$ cat config.mk
export PLATFORM = sky130hd
export DESIGN_NAME = tsafc_tag_store
export DESIGN_NICKNAME = d
export VERILOG_FILES = /design/src/hdl/tsafc_pkg.sv /design/src/hdl/tsafc_tag_store.sv
export SDC_FILE = /design/constraint.sdc
export NUM_CORES = 2
export LEC_CHECK = 0
export ABC_AREA = 1
export BUFFER_PORTS_ARGS = -buffer_cell sky130_fd_sc_hd__buf_2
export CORE_ASPECT_RATIO = 1.25
export CORE_MARGIN = 8
export CORE_UTILIZATION = 35
export CTS_BUF_LIST = sky130_fd_sc_hd__clkbuf_8
export DETAILED_ROUTE_END_ITERATION = 12
export HOLD_SLACK_MARGIN = 0.02
export RECOVER_POWER = 100
export SETUP_SLACK_MARGIN = 0.1
export SYNTH_ARGS = -nofsm -noshare
export SYNTH_HDL_FRONTEND = slang
export SYNTH_SLANG_ARGS = --single-unit
$ cat constraint.sdc
create_clock -name clock -period 3.9 [get_ports clock]
set_clock_uncertainty 0.1 [all_clocks]
set_input_delay 0.195 -clock clock [delete_from_list [all_inputs] [get_ports clock]]
set_output_delay 0.195 -clock clock [all_outputs]
set_load 0.005 [all_outputs]
$ cat src/hdl/tsafc_pkg.sv
package tsafc_pkg;

   // Built geometry
   localparam int MAX_SETS = 64;
   localparam int WAYS     = 2;
   localparam int SET_W    = $clog2(MAX_SETS);
   localparam int WAY_W    = 1;

   // Field widths
   localparam int ADDR_W      = 32;
   localparam int BLOCK_W     = 32;
   localparam int CNT_W       = 32;
   localparam int SET_INDEX_W = 6;
   localparam int SHIFT_W     = 4;
   localparam int SETLOG_W    = 3;
   localparam int CSR_IDX_W   = 2;
   localparam int CSR_DATA_W  = 8;

   // Reset values of the control registers
   localparam logic [SHIFT_W-1:0]  BLOCK_SHIFT_RST    = SHIFT_W'(2);
   localparam logic [SETLOG_W-1:0] SET_COUNT_LOG2_RST = SETLOG_W'(6);

   // Control register indexes
   typedef enum logic [CSR_IDX_W-1:0] {
      CSR_BLOCK_SHIFT    = 2'd0,
      CSR_SET_COUNT_LOG2 = 2'd1
   } tsafc_csr_idx_type;

   typedef logic [WAYS-1:0][BLOCK_W-1:0] tsafc_row_type;

   // Tag store write: whole row of one set
   typedef struct packed {
      logic                en;
      logic [SET_W-1:0]    set;
      logic [WAY_W-1:0]    way;
      tsafc_row_type       row;
   } tsafc_wr_type;

   // Tag store lookup view of one set
   typedef struct packed {
      tsafc_row_type       block;
      logic [WAYS-1:0]     valid;
      logic [WAY_W-1:0]    victim;
   } tsafc_look_type;

endpackage

$ cat src/hdl/tsafc_tag_store.sv
module tsafc_tag_store (
   input  logic                            clock,
   input  logic                            reset,
   input  logic                            rd_en,
   input  logic [tsafc_pkg::SET_W-1:0]      rd_set,
   input  logic [tsafc_pkg::SET_W-1:0]      lk_set,
   input  tsafc_pkg::tsafc_wr_type          wr,
   output tsafc_pkg::tsafc_look_type        look
);
   import tsafc_pkg::*;

   tsafc_row_type                   mem [MAX_SETS];
   tsafc_row_type                   rd_row_ff;
   tsafc_row_type                   byp_row_ff;
   logic                            byp_hit_ff;
   logic [MAX_SETS-1:0][WAYS-1:0]   valid_ff;
   logic [MAX_SETS-1:0]             ptr_ff;

   // Tag memory: one row write, one registered row read
   always_ff @(posedge clock) begin
      if (wr.en) begin
         mem[wr.set] <= wr.row;
      end
      if (rd_en) begin
         rd_row_ff  <= mem[rd_set];
         byp_row_ff <= wr.row;
      end
   end

   // Flag a read that collides with the row being written in the same cycle
   always_ff @(posedge clock) begin
      if (reset) begin
         byp_hit_ff <= 1'b0;
      end else if (rd_en) begin
         byp_hit_ff <= wr.en && (wr.set == rd_set);
      end
   end

   // Valid bits and replacement pointers
   always_ff @(posedge clock) begin
      if (reset) begin
         valid_ff <= '0;
         ptr_ff   <= '0;
      end else if (wr.en) begin
         valid_ff[wr.set][wr.way] <= 1'b1;
         ptr_ff[wr.set]           <= ~wr.way;
      end
   end

   // Present the set under lookup
   always_comb begin
      look.block  = byp_hit_ff ? byp_row_ff : rd_row_ff;
      look.valid  = valid_ff[lk_set];
      look.victim = ptr_ff[lk_set];
   end

endmodule

Word-level counts from Yosys, hierarchy flattened:

Memory sizes are Yosys's and may differ from the RTL's. A register that Yosys moved wholly into a read port is not among the register bits.
Cells that the tools add are included.

* register bits: 257
* bits in latches: 0
* bits in writable memories: 4096
* memory bits (read-only): 0
* bits of input ports: 87
* logic and storage cells: 94
* memories kept: 1

* add/sub/neg operators: 0
* multiply operators: 0
* div/mod/pow operators: 0
* $lt $le $gt $ge: 5
* equal/unequal tests: 1
* shift-type cells: 0
* mux-type cells: 14
* bitwise operators: 2
* reduce and logical (&&, ||, !) cells: 3

Memory list
* mem: words 64, width 64, read ports 1, clocked after Yosys merged registers in 1, wr ports 1, RTL line tsafc_tag_store.sv:12 `tsafc_row_type mem [MAX_SETS];`

Operators with widths (number)
* $or A128 B128 Y128: 1
* $bwmux W64: 1
* $mux W64: 1
* $lt A6 B7 Y1 const B: 2
* $bmux W2 S6: 1
* $demux W2 S6: 1
* $bmux W1 S6: 1
* $demux W1 S6: 1
* $eq A6 B6 Y1: 1
* $ge A6 B1 Y1 const B: 1
* $mux W1: 5
* $mux W2: 2
* $logic_and A1 B1 Y1: 3
* $lt A1 B2 Y1 const B: 1
* $demux W1 S1: 1
* $ge A1 B1 Y1 const B: 1
* $not A1 Y1: 1

Longest topological paths before layout:

* depth after elaboration: 7
* gate-level depth with buffers: 13
* depth with buffers taken out: 9

Worst setup path before layout:

No wires, ideal clock.

* path kind: input-to-reg
* start point: input port wr[67] (netlist bit)
* end point: register ptr_ff[19]
* arrival time: 4.040 ns
* data required time: 3.669 ns
* setup slack: -0.372 ns
* stages: 8
* buffers on the path: 1
* cells stage by stage: buf_2 > inv_1 > nand3_1 > nor2_1 > inv_1 > nor2_1 > nand2_1 > nor3b_1

* word-level cells in the longest chain between the ends: 5
* elaborated cells between the ends (all ways): 6
* those cells by class: 2 x order compare; 3 x mux; 1 x reduce/logical

Ends and longest elaborated chain
* start: declaration: RTL line tsafc_tag_store.sv:7 `input tsafc_pkg::tsafc_wr_type wr,`
* $lt A6 B7 Y1 (not written as such) or $ge A6 B1 Y1 (tied branches): RTL line tsafc_tag_store.sv:46 `ptr_ff[wr.set] <= ~wr.way;`
* $logic_and A1 B1 Y1 (not written as such): RTL line tsafc_tag_store.sv:46
* $mux W1 (not written as such): RTL line tsafc_tag_store.sv:46
* $demux W1 S6 *: RTL line tsafc_tag_store.sv:46
* $bwmux W64 *: RTL line tsafc_tag_store.sv:46
* end signal: indexed assignment: RTL line tsafc_tag_store.sv:46
* end: declaration: RTL line tsafc_tag_store.sv:17 `logic [MAX_SETS-1:0] ptr_ff;`

Mark *: on every way between the ends. The rest lies on a longest branch, timed or not.
A chain may end at the register's enable or synchronous reset.

Worst setup path after layout:

* start point: input port wr[70] (netlist bit)
* end point: memory mem[14][39] (netlist bit) (enable)

RTL lines (RTL line)
* end: declaration: tsafc_tag_store.sv:12

No word-level cell before the write port.

==> results.toml <==
[sta]
fin_crit_ns = 3.87
fmax_mhz = 259
grt_setup_unrepaired = "false"
slew_headroom = -1.20
setup_violations = 0
tightestPinTransition_ns = 3.30
period_share = 0.991
slew_violations = 5420
hold_violations = 0

[worst_setup_path]
critical_path.endpoint_type = "register"
cp.arrival_ns = 4.42
startpoint_type = "input port"
required_ns = 4.45
crit_family = "buffers and inverters"
max_stage_delay_ns = 1.47
crit_buf_inv = 4
cpMaxStageDelayCell = "clkbuf_2"
worstPathCellList = "dlygate4sd3_1 -> clkbuf_1 -> nor2_1 -> nand3_1 -> clkbuf_1 -> nor2_1 -> clkbuf_2"
worstSetupPathType = "in -> reg"
crit_fanout = 31

[floorplan]
die_y_um = 812
dieWidth_um = 653
ios = 154
die_area_sq_mm = 0.530
rows = 292
core_area_sq_mm = 0.505
start_util = 0.351

[cts]
cts.sinks = 4417
h-tree-depth = 6
cts.clk_slew.worst_paths_ns = 0.07
cts_tree = "built"
clockBufferDepth = 4
cts_root_buf = "clkbuf_8"
postCtsSetupRepairBufs = 0
clkLatencyLatePin_ns = 1.10
cts_inserted_buffers = 643

[logic_synthesis]
synth_top_area_share = 0.715
synth_top_area_cell = "edfxtp_1"
synth_cells = 14900
avgSynthCellArea_sq_um = 11.9
synth_nets = 15000
yosys_warnings = 0
synth_seq_cells = 4417
yosysSeqAreaShare = 0.737
synth_area_leaders = "edfxtp_1, nand3_1, nand2_1, dfxtp_1, buf_2"
ys_types = 24
syn_area_sq_mm = 0.177

[run_status]
status = "complete, but fails checks"
failed_checks = "capacitance limit, slew limit"

[finish]
drive_above_1_share = 0.0773
syn_to_final_growth_pct = 11.6
fillers = 47900
finish.net_count = 15300
final_util = 0.391

[power_and_ir_drop]
peakVddDrop_uv = 276
pwr_density_cell_mw_per_mm2 = 471
leakage_nw = 69.3
p_total_w = 0.0931

[grt]
grt_overflow = 0
grt_pass1_wl_mm = 809
grt_start_max_net_pins = 193
antenna_found_initial = 28
track_usage = 0.205
grt_pass1_vias = 114000

[route]
vias = 121000
routed_wl_mm = 565
drt_iter0_drc = 14300
first_pass_iters = 6
drtAntennaViolNets = 0
drc = 0
viasPerCell = 5.36
wl_per_cell_um = 25.1

[placed_design]
port_buffers = 153
dp_hpwl_mm = 299
finalWeightedCongestion = 0.822

[flow_run]
maxCapViolations = 119

[min_path]
hp-class = "in -> reg"
worst paths after layout:
kind,start,end,slack [ns],cells after the start
setup / recovery,wr[70],mem[14][39]$_DFFE_PP_,0.03,7
hold / removal,reset,valid_ff[32]$_SDFFE_PP0P_,0.1,3
setup reg to reg,mem[55][12]$_DFFE_PP_,rd_row_ff[12]$_DFFE_PP_,2.17,8
hold reg to reg,valid_ff[65]$_SDFFE_PP0P_,valid_ff[65]$_SDFFE_PP0P_,0.35,2
synthesized netlist by cell type:
cell type	n
buf_6	117
o21ba_2	13
xnor2_1	2
inv_1	112
o21ai_0	15
buf_1	84
inv_2	11
nor3_4	1
buf_2	491
nor3b_1	14
clkinv_1	1
nor3_2	4
a21oi_1	124
nand2_1	4962
nor2_1	179
dfxtp_1	193
o221ai_1	2
nor3_1	29
nand3_1	4008
buf_4	90
clkbuf_1	204
edfxtp_1	4224
nor2_2	7
inv_4	2
kinds of logic after synthesis:
family	share of synthesized area
XOR/XNOR	0.0000988
buffers and inverters	0.0339
AO/OA/AOI/OAI	0.00476
AND/OR/NAND/NOR	0.224
flip-flops	0.737
power by group:
group | leakage (nW) | total (W) | internal, W | switching (W)
clock network | 6.60 | 0.0344 | 0.0165 | 0.0179
registers | 39.7 | 0.0526 | 0.0525 | 0.000140
logic | 23.0 | 0.00604 | 0.00150 | 0.00454
layer usage:
metal  track usage  vias to the layer above  wire length (um)
li1              -                    53400                 -
met1         0.272                    60100            222000
met2         0.336                     6040            268000
met5             0                        -               142
met4        0.0821                       22             24600
met3        0.0331                     1165             50300
tightest hold or removal path, delay by kind of cell:
| family | cells | cell delay, ns |
|---|---|---|
| simple gates | 1 | 0.18 |
| buf+inv | 2 | 0.87 |
stage by stage:
stage,setup TNS (ns),cell area [sq um],std cells,hold WS [ns],setup slack [ns]
2_1_floorplan,-56.79,177000,14900,0.194,-0.341
3_3_place_gp,0,187000,21300,0.308,0.895
3_5_place_dp,0,187000,21300,0.304,0.915
4_1_cts,0,199000,22500,0.0221,0.128
5_1_grt,0,198000,22500,0.148,0.134
6_report,0,198000,22500,0.0954,0.0335
repair_timing:
item,CTS,global route
hold buffers,106,0
endpoints found under the hold margin,5504,0
resized for setup,2,0
setup endpoints to repair,14,0
final cells by class:
class / count / area [sq um] / share of cell area
tap: 6762 / 8460 / 0.0428
clock buffer: 665 / 9150 / 0.0463
multi-input combinational: 9360 / 40600 / 0.205
timing repair buffer: 697 / 5930 / 0.0300
inverter: 126 / 637 / 0.00322
antenna: 14 / 35.0 / 0.000177
clock inverter: 472 / 2300 / 0.0116
sequential: 4417 / 131000 / 0.661
flip-flops by register name, summed over array words and instances, names as in the netlist:
register    count
rd_row_ff      64
valid_ff      128
byp_row_ff     64
ptr_ff         64
byp_hit_ff      1
mem          4096
cell usage in the layout, fill, tap and decap left out, types with 3 or more instances in the layout:
| cell type | count |
|---|---|
| a21oi_1 | 124 |
| o21ba_2 | 13 |
| inv_2 | 7 |
| edfxtp_1 | 4224 |
| clkinv_1 | 157 |
| buf_8 | 5 |
| dlygate4sd3_1 | 105 |
| clkbuf_2 | 70 |
| nor2_2 | 3 |
| nor2_1 | 178 |
| inv_1 | 297 |
| nor3_1 | 32 |
| dfxtp_1 | 192 |
| clkbuf_8 | 665 |
| nand3_1 | 4008 |
| buf_4 | 150 |
| clkbuf_1 | 208 |
| nor2_4 | 5 |
| nor3b_1 | 14 |
| buf_6 | 4 |
| o21ai_0 | 15 |
| clkinvlp_4 | 44 |
| diode_2 | 14 |
| inv_8 | 6 |
| clkinv_2 | 56 |
| inv_6 | 16 |
| nand2_1 | 4962 |
| buf_12 | 112 |
| buf_2 | 24 |
| bufinv_16 | 11 |
| clkbuf_4 | 19 |
(Power assumes the default switching activity.)
